<file path="src/itad_pkg.sv">
`timescale 1ns / 1ps
// ----------------------------------------------------------------------------
// itad_pkg
// Shared widths, character codes, the job record and the back-end states of
// the integer to ASCII digits converter.
// ----------------------------------------------------------------------------
package itad_pkg;

  localparam int NUM_W      = 64;
  localparam int CHAR_W     = 8;
  localparam int DIGIT_W    = 4;
  localparam int DEC_DIGITS = 20;
  localparam int HEX_DIGITS = NUM_W / DIGIT_W;
  localparam int BCD_W      = DEC_DIGITS * DIGIT_W;
  localparam int IDX_W      = $clog2(DEC_DIGITS);

  // Binary to BCD conversion consumes this many input bits per cycle.
  localparam int BITS_PER_STEP = 4;
  localparam int STEPS         = NUM_W / BITS_PER_STEP;
  localparam int STEP_W        = $clog2(STEPS);

  localparam int DEFAULT_QUEUE_DEPTH = 2;

  localparam logic [CHAR_W-1:0] CH_ZERO       = 8'h30;
  localparam logic [CHAR_W-1:0] CH_X          = 8'h78;
  localparam logic [CHAR_W-1:0] CH_ALPHA_BASE = 8'h37;  // 'A' minus ten

  // One classified conversion job as it travels through the queue.
  typedef struct packed {
    logic [NUM_W-1:0] number;
    logic             hex_mode;
    logic [IDX_W-1:0] hex_top;  // index of the most significant nonzero nibble
  } job_t;

  typedef enum logic [2:0] {
    ST_IDLE,
    ST_CONV,
    ST_COUNT,
    ST_PREFIX0,
    ST_PREFIXX,
    ST_DIGITS
  } back_state_t;

  // Digit value to uppercase ASCII glyph.
  function automatic logic [CHAR_W-1:0] glyph(input logic [DIGIT_W-1:0] d);
    logic [CHAR_W-1:0] w;
    w = CHAR_W'(d);
    return (d < DIGIT_W'(10)) ? (CH_ZERO + w) : (CH_ALPHA_BASE + w);
  endfunction

endpackage

</file>
<file path="src/itad_if.sv">
`timescale 1ns / 1ps
// ----------------------------------------------------------------------------
// itad_if
// Valid/ready channels for numbers going in and characters coming out.
// ----------------------------------------------------------------------------
interface itad_in_if;
  logic                       valid;
  logic                       ready;
  logic [itad_pkg::NUM_W-1:0] number;
  logic                       hex_mode;

  modport source (output valid, output number, output hex_mode, input ready);
  modport sink   (input valid, input number, input hex_mode, output ready);
endinterface

interface itad_out_if;
  logic                        valid;
  logic                        ready;
  logic [itad_pkg::CHAR_W-1:0] ascii_char;
  logic                        last_char;

  modport source (output valid, output ascii_char, output last_char, input ready);
  modport sink   (input valid, input ascii_char, input last_char, output ready);
endinterface

</file>
<file path="src/itad_front.sv">
`timescale 1ns / 1ps
// ----------------------------------------------------------------------------
// itad_front
// Accepts numbers, classifies them and registers the job toward the queue.
// ----------------------------------------------------------------------------
module itad_front (
  input  logic            clk,
  input  logic            rst_n,
  itad_in_if.sink         in_ch,
  output logic            push_valid,
  input  logic            push_ready,
  output itad_pkg::job_t  push_job
);

  logic                            full_r;
  logic                            full_nxt;
  itad_pkg::job_t                  job_r;
  logic [itad_pkg::IDX_W-1:0]      hex_top;
  logic                            take;

  // The highest nonzero nibble sets how many hex digits are printed.
  always_comb begin
    hex_top = '0;
    for (int d = 0; d < itad_pkg::HEX_DIGITS; d++) begin
      if (in_ch.number[d*itad_pkg::DIGIT_W +: itad_pkg::DIGIT_W] != '0) begin
        hex_top = itad_pkg::IDX_W'(d);
      end
    end
  end

  assign in_ch.ready = !full_r || push_ready;
  assign take        = in_ch.valid && in_ch.ready;
  assign push_valid  = full_r;
  assign push_job    = job_r;

  always_comb begin
    full_nxt = full_r;
    if (take) begin
      full_nxt = 1'b1;
    end else if (push_ready) begin
      full_nxt = 1'b0;
    end
  end

  always_ff @(posedge clk) begin
    if (!rst_n) begin
      full_r <= 1'b0;
    end else begin
      full_r <= full_nxt;
    end
  end

  always_ff @(posedge clk) begin
    if (take) begin
      job_r.number   <= in_ch.number;
      job_r.hex_mode <= in_ch.hex_mode;
      job_r.hex_top  <= hex_top;
    end
  end

endmodule

</file>
<file path="src/itad_queue.sv">
`timescale 1ns / 1ps
// ----------------------------------------------------------------------------
// itad_queue
// Short first-in first-out queue of jobs between the front and the back end.
// ----------------------------------------------------------------------------
module itad_queue #(
  parameter int DEPTH = itad_pkg::DEFAULT_QUEUE_DEPTH
) (
  input  logic           clk,
  input  logic           rst_n,
  input  logic           push_valid,
  output logic           push_ready,
  input  itad_pkg::job_t push_job,
  output logic           pop_valid,
  input  logic           pop_ready,
  output itad_pkg::job_t pop_job
);

  localparam int PTR_W = (DEPTH > 1) ? $clog2(DEPTH) : 1;
  localparam int CNT_W = $clog2(DEPTH + 1);

  itad_pkg::job_t   slot_r [DEPTH];
  logic [PTR_W-1:0] wr_ptr_r;
  logic [PTR_W-1:0] wr_ptr_nxt;
  logic [PTR_W-1:0] rd_ptr_r;
  logic [PTR_W-1:0] rd_ptr_nxt;
  logic [CNT_W-1:0] cnt_r;
  logic [CNT_W-1:0] cnt_nxt;
  logic             push;
  logic             pop;

  assign push_ready = (cnt_r != CNT_W'(DEPTH));
  assign pop_valid  = (cnt_r != '0);
  assign pop_job    = slot_r[rd_ptr_r];
  assign push       = push_valid && push_ready;
  assign pop        = pop_valid && pop_ready;

  always_comb begin
    wr_ptr_nxt = wr_ptr_r;
    rd_ptr_nxt = rd_ptr_r;
    cnt_nxt    = cnt_r;
    if (push) begin
      wr_ptr_nxt = (wr_ptr_r == PTR_W'(DEPTH - 1)) ? '0 : wr_ptr_r + 1'b1;
    end
    if (pop) begin
      rd_ptr_nxt = (rd_ptr_r == PTR_W'(DEPTH - 1)) ? '0 : rd_ptr_r + 1'b1;
    end
    if (push && !pop) begin
      cnt_nxt = cnt_r + 1'b1;
    end else if (pop && !push) begin
      cnt_nxt = cnt_r - 1'b1;
    end
  end

  always_ff @(posedge clk) begin
    if (!rst_n) begin
      wr_ptr_r <= '0;
      rd_ptr_r <= '0;
      cnt_r    <= '0;
    end else begin
      wr_ptr_r <= wr_ptr_nxt;
      rd_ptr_r <= rd_ptr_nxt;
      cnt_r    <= cnt_nxt;
    end
  end

  always_ff @(posedge clk) begin
    if (push) begin
      slot_r[wr_ptr_r] <= push_job;
    end
  end

endmodule

</file>
<file path="src/itad_back.sv">
`timescale 1ns / 1ps
// ----------------------------------------------------------------------------
// itad_back
// Converts one job to digits and sends them out one character per transfer.
// ----------------------------------------------------------------------------
module itad_back (
  input  logic           clk,
  input  logic           rst_n,
  input  logic           pop_valid,
  output logic           pop_ready,
  input  itad_pkg::job_t pop_job,
  itad_out_if.source     out_ch
);

  itad_pkg::back_state_t             state_r;
  itad_pkg::back_state_t             state_nxt;
  logic [itad_pkg::BCD_W-1:0]        bcd_r;
  logic [itad_pkg::BCD_W-1:0]        bcd_nxt;
  logic [itad_pkg::NUM_W-1:0]        bin_r;
  logic [itad_pkg::NUM_W-1:0]        bin_nxt;
  logic [itad_pkg::STEP_W-1:0]       step_r;
  logic [itad_pkg::STEP_W-1:0]       step_nxt;
  logic [itad_pkg::IDX_W-1:0]        idx_r;
  logic [itad_pkg::IDX_W-1:0]        idx_nxt;
  logic                              out_valid_r;
  logic                              out_valid_nxt;
  logic [itad_pkg::CHAR_W-1:0]       out_char_r;
  logic [itad_pkg::CHAR_W-1:0]       out_char_nxt;
  logic                              out_last_r;
  logic                              out_last_nxt;
  logic                              adv;
  logic [itad_pkg::IDX_W-1:0]        dec_top;
  logic [itad_pkg::DIGIT_W-1:0]      cur_digit;

  // Shift-and-add-three, several input bits per call, most significant first.
  function automatic logic [itad_pkg::BCD_W-1:0] dabble(
    input logic [itad_pkg::BCD_W-1:0]         b,
    input logic [itad_pkg::BITS_PER_STEP-1:0] bits
  );
    logic [itad_pkg::BCD_W-1:0] acc;
    acc = b;
    for (int s = itad_pkg::BITS_PER_STEP - 1; s >= 0; s--) begin
      for (int d = 0; d < itad_pkg::DEC_DIGITS; d++) begin
        if (acc[d*itad_pkg::DIGIT_W +: itad_pkg::DIGIT_W] >= itad_pkg::DIGIT_W'(5)) begin
          acc[d*itad_pkg::DIGIT_W +: itad_pkg::DIGIT_W] =
            acc[d*itad_pkg::DIGIT_W +: itad_pkg::DIGIT_W] + itad_pkg::DIGIT_W'(3);
        end
      end
      acc = {acc[itad_pkg::BCD_W-2:0], bits[s]};
    end
    return acc;
  endfunction

  // Most significant nonzero decimal digit; zero leaves index 0.
  always_comb begin
    dec_top = '0;
    for (int d = 0; d < itad_pkg::DEC_DIGITS; d++) begin
      if (bcd_r[d*itad_pkg::DIGIT_W +: itad_pkg::DIGIT_W] != '0) begin
        dec_top = itad_pkg::IDX_W'(d);
      end
    end
  end

  assign cur_digit = bcd_r[idx_r*itad_pkg::DIGIT_W +: itad_pkg::DIGIT_W];
  assign adv       = !out_valid_r || out_ch.ready;

  assign out_ch.valid      = out_valid_r;
  assign out_ch.ascii_char = out_char_r;
  assign out_ch.last_char  = out_last_r;

  always_comb begin
    state_nxt     = state_r;
    bcd_nxt       = bcd_r;
    bin_nxt       = bin_r;
    step_nxt      = step_r;
    idx_nxt       = idx_r;
    out_valid_nxt = out_valid_r && !out_ch.ready;
    out_char_nxt  = out_char_r;
    out_last_nxt  = out_last_r;
    pop_ready     = 1'b0;
    unique case (state_r)
      itad_pkg::ST_IDLE: begin
        pop_ready = 1'b1;
        if (pop_valid) begin
          if (pop_job.hex_mode) begin
            bcd_nxt   = itad_pkg::BCD_W'(pop_job.number);
            idx_nxt   = pop_job.hex_top;
            state_nxt = itad_pkg::ST_PREFIX0;
          end else begin
            bcd_nxt   = '0;
            bin_nxt   = pop_job.number;
            step_nxt  = '0;
            state_nxt = itad_pkg::ST_CONV;
          end
        end
      end
      itad_pkg::ST_CONV: begin
        bcd_nxt  = dabble(bcd_r,
                          bin_r[itad_pkg::NUM_W-1 -: itad_pkg::BITS_PER_STEP]);
        bin_nxt  = bin_r << itad_pkg::BITS_PER_STEP;
        step_nxt = step_r + 1'b1;
        if (step_r == itad_pkg::STEP_W'(itad_pkg::STEPS - 1)) begin
          state_nxt = itad_pkg::ST_COUNT;
        end
      end
      itad_pkg::ST_COUNT: begin
        idx_nxt   = dec_top;
        state_nxt = itad_pkg::ST_DIGITS;
      end
      itad_pkg::ST_PREFIX0: begin
        if (adv) begin
          out_valid_nxt = 1'b1;
          out_char_nxt  = itad_pkg::CH_ZERO;
          out_last_nxt  = 1'b0;
          state_nxt     = itad_pkg::ST_PREFIXX;
        end
      end
      itad_pkg::ST_PREFIXX: begin
        if (adv) begin
          out_valid_nxt = 1'b1;
          out_char_nxt  = itad_pkg::CH_X;
          out_last_nxt  = 1'b0;
          state_nxt     = itad_pkg::ST_DIGITS;
        end
      end
      itad_pkg::ST_DIGITS: begin
        if (adv) begin
          out_valid_nxt = 1'b1;
          out_char_nxt  = itad_pkg::glyph(cur_digit);
          out_last_nxt  = (idx_r == '0);
          if (idx_r == '0) begin
            state_nxt = itad_pkg::ST_IDLE;
          end else begin
            idx_nxt = idx_r - 1'b1;
          end
        end
      end
      default: begin
        state_nxt = itad_pkg::ST_IDLE;
      end
    endcase
  end

  always_ff @(posedge clk) begin
    if (!rst_n) begin
      state_r     <= itad_pkg::ST_IDLE;
      out_valid_r <= 1'b0;
    end else begin
      state_r     <= state_nxt;
      out_valid_r <= out_valid_nxt;
    end
  end

  always_ff @(posedge clk) begin
    bcd_r      <= bcd_nxt;
    bin_r      <= bin_nxt;
    step_r     <= step_nxt;
    idx_r      <= idx_nxt;
    out_char_r <= out_char_nxt;
    out_last_r <= out_last_nxt;
  end

  // The final digit of a number always carries the end marker.
  a_last_marked: assert property (@(posedge clk) disable iff (!rst_n)
    (state_r == itad_pkg::ST_DIGITS && adv && idx_r == '0)
      |=> (out_valid_r && out_last_r))
    else $error("final digit sent without end marker");

  // The prefix x is never the end of a number.
  a_prefix_x: assert property (@(posedge clk) disable iff (!rst_n)
    (state_r == itad_pkg::ST_PREFIXX && adv)
      |=> (out_valid_r && out_char_r == itad_pkg::CH_X && !out_last_r))
    else $error("prefix character sent wrongly");

  // Conversion runs its full step count and then sizes the digit string.
  a_conv_done: assert property (@(posedge clk) disable iff (!rst_n)
    (state_r == itad_pkg::ST_CONV && step_r == itad_pkg::STEP_W'(itad_pkg::STEPS - 1))
      |=> (state_r == itad_pkg::ST_COUNT))
    else $error("conversion did not finish on its last step");

  // A decimal digit string never starts beyond the twentieth digit.
  a_idx_range: assert property (@(posedge clk) disable iff (!rst_n)
    (state_r == itad_pkg::ST_DIGITS)
      |-> (idx_r <= itad_pkg::IDX_W'(itad_pkg::DEC_DIGITS - 1)))
    else $error("digit index out of range");

endmodule

</file>
<file path="src/integer_to_ascii_digits.sv">
`timescale 1ns / 1ps
// ----------------------------------------------------------------------------
// integer_to_ascii_digits
// Turns an unsigned 64-bit value into decimal or 0x-prefixed hex ASCII text.
// ----------------------------------------------------------------------------
//
//  Channel   Direction  Payload                     One transfer carries
//  in_ch     sink       number[63:0], hex_mode      one value to print
//  out_ch    source     ascii_char[7:0], last_char  one character, MSD first
//
// A decimal value passes through the back end in order: it is taken from the
// queue, converted by shift-and-add-three BCD conversion, four input bits
// per cycle, and its leading digit is found before its first digit goes into
// the output register. Then one character leaves per cycle while out_ch is
// not stalled; a hex value skips the conversion and first sends its 0x prefix.
// Reset is synchronous and active low; it empties the queue and the output.
// The front end and queue keep taking values, until both are full, while the
// back end waits on a stalled out_ch, and the output register holds its character until taken.
//
// Structure: the front end registers each value and notes its leading hex
// nibble, a short queue decouples it from the back end, and the back end
// converts and streams the characters through its output register. Hex
// values skip the BCD conversion since their digits are the nibbles.
// ----------------------------------------------------------------------------
module integer_to_ascii_digits #(
  parameter int QUEUE_DEPTH = itad_pkg::DEFAULT_QUEUE_DEPTH
) (
  input  logic       clk,
  input  logic       rst_n,
  itad_in_if.sink    in_ch,
  itad_out_if.source out_ch
);

  logic           push_valid;
  logic           push_ready;
  itad_pkg::job_t push_job;
  logic           pop_valid;
  logic           pop_ready;
  itad_pkg::job_t pop_job;

  // Classifies each incoming value and holds it for the queue.
  itad_front u_front (
    .clk        (clk),
    .rst_n      (rst_n),
    .in_ch      (in_ch),
    .push_valid (push_valid),
    .push_ready (push_ready),
    .push_job   (push_job)
  );

  // Lets the front end run ahead while characters drain.
  itad_queue #(
    .DEPTH (QUEUE_DEPTH)
  ) u_queue (
    .clk        (clk),
    .rst_n      (rst_n),
    .push_valid (push_valid),
    .push_ready (push_ready),
    .push_job   (push_job),
    .pop_valid  (pop_valid),
    .pop_ready  (pop_ready),
    .pop_job    (pop_job)
  );

  // Converts one value at a time and streams its characters.
  itad_back u_back (
    .clk       (clk),
    .rst_n     (rst_n),
    .pop_valid (pop_valid),
    .pop_ready (pop_ready),
    .pop_job   (pop_job),
    .out_ch    (out_ch)
  );

endmodule

</file>
<file path="src/flat_wrapper.sv">
// flat-port wrapper written by rule: the top's interface ports become plain ports
module integer_to_ascii_digits_flat 
#(
  parameter int QUEUE_DEPTH = itad_pkg::DEFAULT_QUEUE_DEPTH
)
  (clk, rst_n, in_ch_valid, in_ch_number, in_ch_hex_mode, in_ch_ready, out_ch_valid, out_ch_ascii_char, out_ch_last_char, out_ch_ready);
  itad_in_if in_ch_i ();
  itad_out_if out_ch_i ();
  input  logic clk;
  input  logic rst_n;
  input wire logic [$bits(in_ch_i.valid)-1:0] in_ch_valid;
  input wire logic [$bits(in_ch_i.number)-1:0] in_ch_number;
  input wire logic [$bits(in_ch_i.hex_mode)-1:0] in_ch_hex_mode;
  output wire logic [$bits(in_ch_i.ready)-1:0] in_ch_ready;
  output wire logic [$bits(out_ch_i.valid)-1:0] out_ch_valid;
  output wire logic [$bits(out_ch_i.ascii_char)-1:0] out_ch_ascii_char;
  output wire logic [$bits(out_ch_i.last_char)-1:0] out_ch_last_char;
  input wire logic [$bits(out_ch_i.ready)-1:0] out_ch_ready;
  assign in_ch_i.valid = in_ch_valid;
  assign in_ch_i.number = in_ch_number;
  assign in_ch_i.hex_mode = in_ch_hex_mode;
  assign in_ch_ready = in_ch_i.ready;
  assign out_ch_valid = out_ch_i.valid;
  assign out_ch_ascii_char = out_ch_i.ascii_char;
  assign out_ch_last_char = out_ch_i.last_char;
  assign out_ch_i.ready = out_ch_ready;
  integer_to_ascii_digits #(.QUEUE_DEPTH(QUEUE_DEPTH)) u_core (.clk(clk), .rst_n(rst_n), .in_ch(in_ch_i), .out_ch(out_ch_i));
endmodule
</file>
<file path="config.mk">
export PLATFORM = sky130hd
export DESIGN_NAME = integer_to_ascii_digits_flat
export DESIGN_NICKNAME = d
export VERILOG_FILES = /design/src/itad_pkg.sv /design/src/itad_if.sv /design/src/itad_front.sv /design/src/itad_queue.sv /design/src/itad_back.sv /design/src/integer_to_ascii_digits.sv /design/src/flat_wrapper.sv
export SDC_FILE = /design/constraint.sdc
export NUM_CORES = 1
export LEC_CHECK = 0
export BUFFER_PORTS_ARGS = -buffer_cell sky130_fd_sc_hd__buf_4
export CAP_MARGIN = 20
export CORE_MARGIN = 5
export CORE_UTILIZATION = 46
export CTS_CLUSTER_SIZE = 25
export DETAILED_ROUTE_END_ITERATION = 16
export PLACE_DENSITY = 0.7
export SLEW_MARGIN = 0
export SYNTH_ARGS = -nofsm -noshare
export SYNTH_HDL_FRONTEND = slang
export SYNTH_HIERARCHICAL = 1
export SYNTH_SLANG_ARGS = --single-unit
</file>
<file path="constraint.sdc">
create_clock -name clk -period 17.15 [get_ports clk]
set_clock_uncertainty 0.15 [all_clocks]
set_input_delay 0.8575 -clock clk [delete_from_list [all_inputs] [get_ports clk]]
set_output_delay 0.8575 -clock clk [all_outputs]
set_load 0.005 [all_outputs]
</file>
==> flow_summary.yaml, run 1 <==
drt:
  drt-total-wl_mm: 56.73
  drtPass1Iterations: 6
  drc: 0
  viasPerCell: 5.674
  routedWlPerCell_um: 18.02
  vias: 17870
  ant_nets: 0
  first_iter_violations: 1159
clock_network:
  ctsResizeCount: 0
  clock-root-buffer: "clkbuf_16"
  cts_setup_buffers: 0
  ctsHtreeMaxLevel: 2
  clk_path_buf_depth: 3
  hold_buffers: 0
  cts-buffers-inserted: 42
  cts.clk_slew.worst_paths_ps: 60
  cts_tree: "done"
  cts.sinks: 380
  clock_latency_ps: 580
sta:
  hold_viol_final: 0
  whs_ps: 291.1
  fmax_mhz: 187.5
  worst_slew_pin_slew_ps: 1126
  relSlewSlack: 0.2491
  setup_violations: 0
  fin_crit_sh: 0.3109
  finalSetupTns_ps: 0
  drv_slew: 0
  rsz0062_at_grt: "no"
  min_period_ps: 5332
final_layout:
  drive_gt1_frac: 0.1431
  syn_to_final_growth_pct: 10.28
  fillers: 4730
  diodes: 0
  design_area_um2: 27350
  final_nets: 2653
  multiInputGateArea_um2: 12360
  fin_cells: 3149
  seq_area_um2: 11310
global_route:
  grt_max_degree: 71
  grt_pass1_wl_mm: 91.13
  globalRouteOverflowTotal: 0
  antenna_found_initial: 0
  grt_pass1_vias: 18060
  grtUsageTotal: 0.1870
yosys:
  syn-num-nets: 2601
  synth-async-reset-ratio: 0
  synthMuxAreaShare: 0.1072
  synthCells: 2367
  synth_fa_ha_area_frac: 0.08325
  yosysUniqueCellTypes: 97
  synth-simple-area-share: 0.1515
  syn_area_per_cell_um2: 10.48
  seq_area_frac_synth: 0.4561
  syn_area_um2: 24800
  ys.flop_type: "edfxtp_1"
  synth_compound_area_frac: 0.1284
  yosysWarnings: 6
  synth_top_family_by_area: "simple AND/OR/NAND/NOR gates"
  synth_xor_area_frac: 0.02684
  synth-seq-cells: 380
  synth_edf_count: 370
worst_setup_path:
  cpPeakStageDelay_ps: 520
  required_ps: 17310
  path_max_fanout: 5
  crit_path_top_delay_cell: "a2111oi_0"
  cp-end-kind: "register"
  worstPathCellList: "inv_1 -> ha_1 -> nand2b_1 -> a21oi_1 -> xnor2_1 -> inv_1 -> ha_1 -> inv_1 -> nor2_1 -> o31ai_1 -> xnor2_1 -> ha_1 -> nor2b_1 -> a2111oi_0 -> a211oi_2 -> xor2_1 -> inv_1 -> ha_1 -> nor2b_1 -> o21ai_1 -> mux2i_1 -> nor2_1"
  critPathArrivalTime_ps: 5490
  crit_type: "register to register"
  setup.worst_path.start_class: "register"
placed_design:
  port_buffers: 78
  dp.cells: 3071
  gp_congestion: 0.8722
  post-dp-hpwl_mm: 40.40
  placed_area_um2: 26010
floorplanning:
  die_area_um2: 58660
  core-area_um2: 53600
  std_cell_rows: 85
  start_util: 0.4627
  ioPinCount: 80
  die_w_um: 242.2
  die_h_um: 242.2
min_path:
  hold_path.class: "register to register"
outcome:
  status: "finished clean"
job:
  maxCapViolCount: 0
cell usage in the layout (no fill, tap or decap), types with 16 or more instances in the layout:
| cell type | Yosys | routed |
|---|---|---|
| o21ai_1 | 61 | 61 |
| xnor2_1 | 54 | 54 |
| a21o_1 | 19 | 19 |
| mux2_2 | 91 | 91 |
| buf_4 | 5 | 92 |
| nor3_1 | 22 | 20 |
| nor2_1 | 165 | 165 |
| xor2_1 | 22 | 22 |
| and2_1 | 29 | 27 |
| nand2b_1 | 49 | 49 |
| o21bai_1 | 16 | 16 |
| edfxtp_1 | 370 | 370 |
| inv_1 | 201 | 200 |
| ha_1 | 165 | 165 |
| a211o_1 | 16 | 16 |
| nor2b_1 | 40 | 40 |
| mux2i_1 | 105 | 105 |
| o21ai_0 | 92 | 92 |
| nor3b_1 | 27 | 27 |
| a21oi_1 | 83 | 83 |
| nand2_1 | 283 | 282 |
| mux4_2 | 24 | 24 |
| clkbuf_16 | 0 | 42 |
| o31ai_1 | 16 | 16 |
| a22o_1 | 17 | 17 |
| nand3_1 | 61 | 61 |
| a211oi_1 | 18 | 18 |
| a2bb2oi_1 | 16 | 16 |
routing by layer:
| layer | GRT usage | share of wire | up-vias |
|---|---|---|---|
| li1 | - | - | 8626 |
| met1 | 0.2380 | 0.43 | 8686 |
| met2 | 0.3198 | 0.48 | 417 |
| met3 | 0.02902 | 0.046 | 137 |
| met4 | 0.07821 | 0.042 | 0 |
| met5 | 0 | 0 | - |
cells by family (layout without fill, tap and decap cells):
group | count (synthesis) | after routing
buffers and inverters | 288 | 374
other | 2 | 2
and+or+nand+nor | 765 | 765
xor gates and xnor gates | 76 | 76
muxes | 223 | 223
adders and majority gates | 165 | 165
DFF | 380 | 380
AOI/OAI and AO/OA | 468 | 468
metrics by stage:
stage	util	setup WS (ps)
floorplan	-	10170
global placement	0.4852	12330
detailed placement	0.4852	11980
CTS	0.5102	11890
global route	0.5102	11420
finish	0.5102	11820
critical path: cells and delay by family, from the launching register on:
kind	cells	cell delay [ps]
buffers and inverters	4	490
AND/OR/NAND/NOR	5	500
flip-flops	1	440
adder cells (fa/ha/maj)	4	1010
multiplexers	1	230
XOR/XNOR	3	740
AO/OA/AOI/OAI	5	1480
cell usage after synthesis (all sizes together) (22+ instances only):
| cell | number | area, µm² |
|---|---|---|
| mux2 | 91 | 1025 |
| nor3 | 24 | 130.1 |
| edfxtp | 370 | 11110 |
| buf | 45 | 239.0 |
| xor2 | 22 | 192.7 |
| nor2b | 41 | 259.0 |
| mux2i | 108 | 1092 |
| o21ai | 168 | 897.1 |
| a21oi | 84 | 424.2 |
| o31ai | 22 | 195.2 |
| inv | 203 | 762.0 |
| clkbuf | 39 | 146.4 |
| nand2b | 50 | 320.3 |
| nor3b | 27 | 202.7 |
| nand2 | 283 | 1062 |
| a211oi | 23 | 197.7 |
| nor2 | 166 | 625.6 |
| mux4 | 24 | 540.5 |
| and2 | 29 | 181.4 |
| ha | 165 | 2064 |
| nand3 | 61 | 305.3 |
| xnor2 | 54 | 473.0 |
final cells by class:
| type | count | area share |
|---|---|---|
| Inverter | 204 | 0.02800 |
| Clock inverter | 23 | 0.008509 |
| Clock buffer | 55 | 0.04058 |
| Multi-Input combinational cell | 1699 | 0.4521 |
| Timing Repair Buffer | 92 | 0.02525 |
| Tap cell | 696 | 0.03184 |
| Sequential cell | 380 | 0.4137 |
registers in the layout (all words and copies together), names as in the netlist, named ones only:
name                             count
u_core/u_front/push_job             69
u_core/u_back/state_r                3
u_core/u_back/step_r                 4
u_core/u_back/out_ch.last_char       1
u_core/u_back/idx_r                  5
u_core/u_back/out_ch.ascii_char      7
u_core/u_queue/slot_r              140
u_core/u_queue/rd_ptr_r              1
u_core/u_back/bin_r                 64
u_core/u_front/push_valid            1
u_core/u_back/bcd_r                 80
u_core/u_queue/wr_ptr_r              1
u_core/u_back/out_ch.valid           1
u_core/u_queue/cnt_r                 2
worst paths after layout:
path	startpoint	endpoint	slack, ps	depth (start not counted)
setup / recovery	u_core/u_back/bcd_r[65]$_SDFFCE_PN0P_	u_core/u_back/bcd_r[66]$_SDFFCE_PN0P_	11820	22
hold / removal	u_core/u_front/push_job[42]$_DFFE_PP_	u_core/u_queue/slot_r[1][42]$_DFFE_PP_	290	0
setup reg to reg	u_core/u_back/bcd_r[65]$_SDFFCE_PN0P_	u_core/u_back/bcd_r[66]$_SDFFCE_PN0P_	11820	22
hold reg to reg	u_core/u_front/push_job[42]$_DFFE_PP_	u_core/u_queue/slot_r[1][42]$_DFFE_PP_	290	0
Power of run 1 is left out: the tool's default activity adds up to more than one toggle a clock period on the data nets, which glitch-free logic cannot reach.
==> run 2: changes to the inputs <==
- PLACE_DENSITY: 0.7 -> 0.72
- clock period: 17.15 -> 4.7 ns (I/O delays scaled with it)
==> run 2 against run 1 <==
  * Core utilization rose by 4.9 points
  * Worst hold slack worse by 61 ps
  * Design area up 9.7%
  * Wire length grew 5.3%
  * Sequential share of layout area decreased by 3.6 points
  * Sequential cell count stayed put
  * Global-route usage up 0.63 points
  * Critical endpoint unchanged
==> flow_summary.yaml, run 2 (same netlist as run 1, synthesis figures left out) <==
outcome:
  status: "finished clean"
drt:
  routedWlPerCell_um: 17.91
  vias: 18720
  drt-total-wl_mm: 59.77
  drtPass1Iterations: 7
  first_iter_violations: 1420
  viasPerCell: 5.611
  ant_nets: 0
  drc: 0
global_route:
  grt_pass1_wl_mm: 94.17
  antenna_found_initial: 0
  globalRouteOverflowTotal: 0
  grt_pass1_vias: 18570
  grtUsageTotal: 0.1933
  grt_max_degree: 84
final_layout:
  largest_reg_flops: 140
  final_nets: 2843
  design_area_um2: 29990
  fillers: 4414
  syn_to_final_growth_pct: 20.93
  diodes: 0
  drive_gt1_frac: 0.2499
  regMostFlops: "u_core/u_queue/slot_r"
  final_common_cell: "edfxtp_1"
  final_cell_mix: "370 x edfxtp_1, 272 x nand2_1, 210 x buf_4, 178 x inv_1, 163 x nor2_1"
min_path:
  hold_path.class: "input port to register"
  hp-start: "in_ch_number[26]"
worst_setup_path:
  setup.worst_path.start_class: "register"
  critPathArrivalTime_ps: 4760
  required_ps: 4840
  crit_type: "register to register"
  path_max_fanout: 4
  worstReg2RegStart: "u_core/u_back/bcd_r[64]$_SDFFCE_PN0P_"
  startpoint: "u_core/u_back/bcd_r[64]$_SDFFCE_PN0P_"
  cp-end-kind: "register"
floorplanning:
  core-area_um2: 53600
  die_area_um2: 58660
  start_util: 0.4627
  die_w_um: 242.2
  die_h_um: 242.2
  std_cell_rows: 85
  ioPinCount: 80
placed_design:
  post-dp-hpwl_mm: 40.79
  placed_area_um2: 26350
  gp_congestion: 0.8401
  port_buffers: 78
sta:
  setup_violations: 0
  drv_slew: 0
  worst_slew_pin_slew_ps: 1118
  min_period_ps: 4623
  fmax_mhz: 216.3
  fin_crit_sh: 0.9837
  relSlewSlack: 0.2518
  hold_viol_final: 0
clock_network:
  clock_latency_ps: 570
  clk_path_buf_depth: 3
  cts-buffers-inserted: 42
  cts.sinks: 380
  clock-root-buffer: "clkbuf_16"
  ctsHtreeMaxLevel: 2
  cts.clk_slew.worst_paths_ps: 60
  cts_tree: "done"
job:
  maxCapViolCount: 0
-- run 2: changes by cell type in the layout (fill, tap and decap cells not counted), sizes merged --
cell | previous run | this run
dlygate4sd3 | 0 | 69
clkinvlp | 4 | 3
buf | 92 | 213
clkbuf | 55 | 51
bufinv | 2 | 3
inv | 207 | 209
-- run 2: layer usage --
| layer | GRT usage | wire, µm | share of wire | vias up |
|---|---|---|---|---|
| met4 | 0.08191 | 2653 | 0.044 | 0 |
| li1 | - | - | - | 9005 |
| met1 | 0.2483 | 25140 | 0.42 | 9020 |
| met3 | 0.02813 | 3126 | 0.052 | 136 |
| met5 | 0 | 0 | 0 | - |
| met2 | 0.3287 | 28850 | 0.48 | 562 |
-- run 2: area by class of cell --
cell class              instances  area [µm²]  share of cell area
flip-flops and latches        380       11310              0.3773
clock buffers                  51        1106             0.03688
multi-input cells            1699       13360              0.4456
well taps                     696       870.8             0.02904
inverters                     204       768.2             0.02562
repair buffers                282        2326             0.07756
clock inverters                25       242.7            0.008093
-- run 2: worst paths after layout --
| check | to | slack [ps] | depth (start not counted) |
|---|---|---|---|
| worst min-delay path | u_core/u_front/push_job[32]$_DFFE_PP_ | 230 | 2 |
| worst max register to register | u_core/u_back/bcd_r[66]$_SDFFCE_PN0P_ | 80 | 22 |
| worst max-delay path | u_core/u_back/bcd_r[66]$_SDFFCE_PN0P_ | 80 | 22 |
| worst min register to register | u_core/u_queue/slot_r[1][49]$_DFFE_PP_ | 290 | 0 |
-- run 2: metrics by stage --
stage	std cells	TNS (ps)	setup slack (ps)	utilization	hold WS, ps
floorplan	2367	0	106.6	-	183.9
global placement	3114	0	32.88	0.4917	263.0
detailed placement	3114	-2437	-316.3	0.4917	266.2
CTS	3277	0	2.316	0.5340	202.1
global route	3337	-993.6	-153.5	0.5595	216.4
finish	3337	0	76.76	0.5595	230.4
-- run 2: worst max-delay path, stage by stage (launching register included) --
cell	delay, ps
edfxtp_1	430
inv_2	100
ha_2	200
nand2b_1	110
a21oi_2	250
xnor2_2	190
inv_2	120
ha_4	190
inv_4	80
nor2_2	50
o31ai_4	260
xnor2_2	180
ha_2	220
nor2b_4	180
nor2b_1	70
a211oi_2	330
xor2_1	230
inv_1	90
ha_1	220
nor2b_1	150
o21ai_2	180
mux2i_1	250
nor2_1	70
-- run 2: what timing repair did --
| action | 4_1_cts | 5_1_grt |
|---|---|---|
| hold buffers | 69 | 0 |
| setup endpoints to repair | 23 | 76 |
| buffers inserted | 18 | 59 |
| endpoints found under the hold margin | 77 | 0 |
| resized for setup | 20 | 205 |
| pin swaps | 8 | 64 |
Power of run 2 is left out for the same reason.
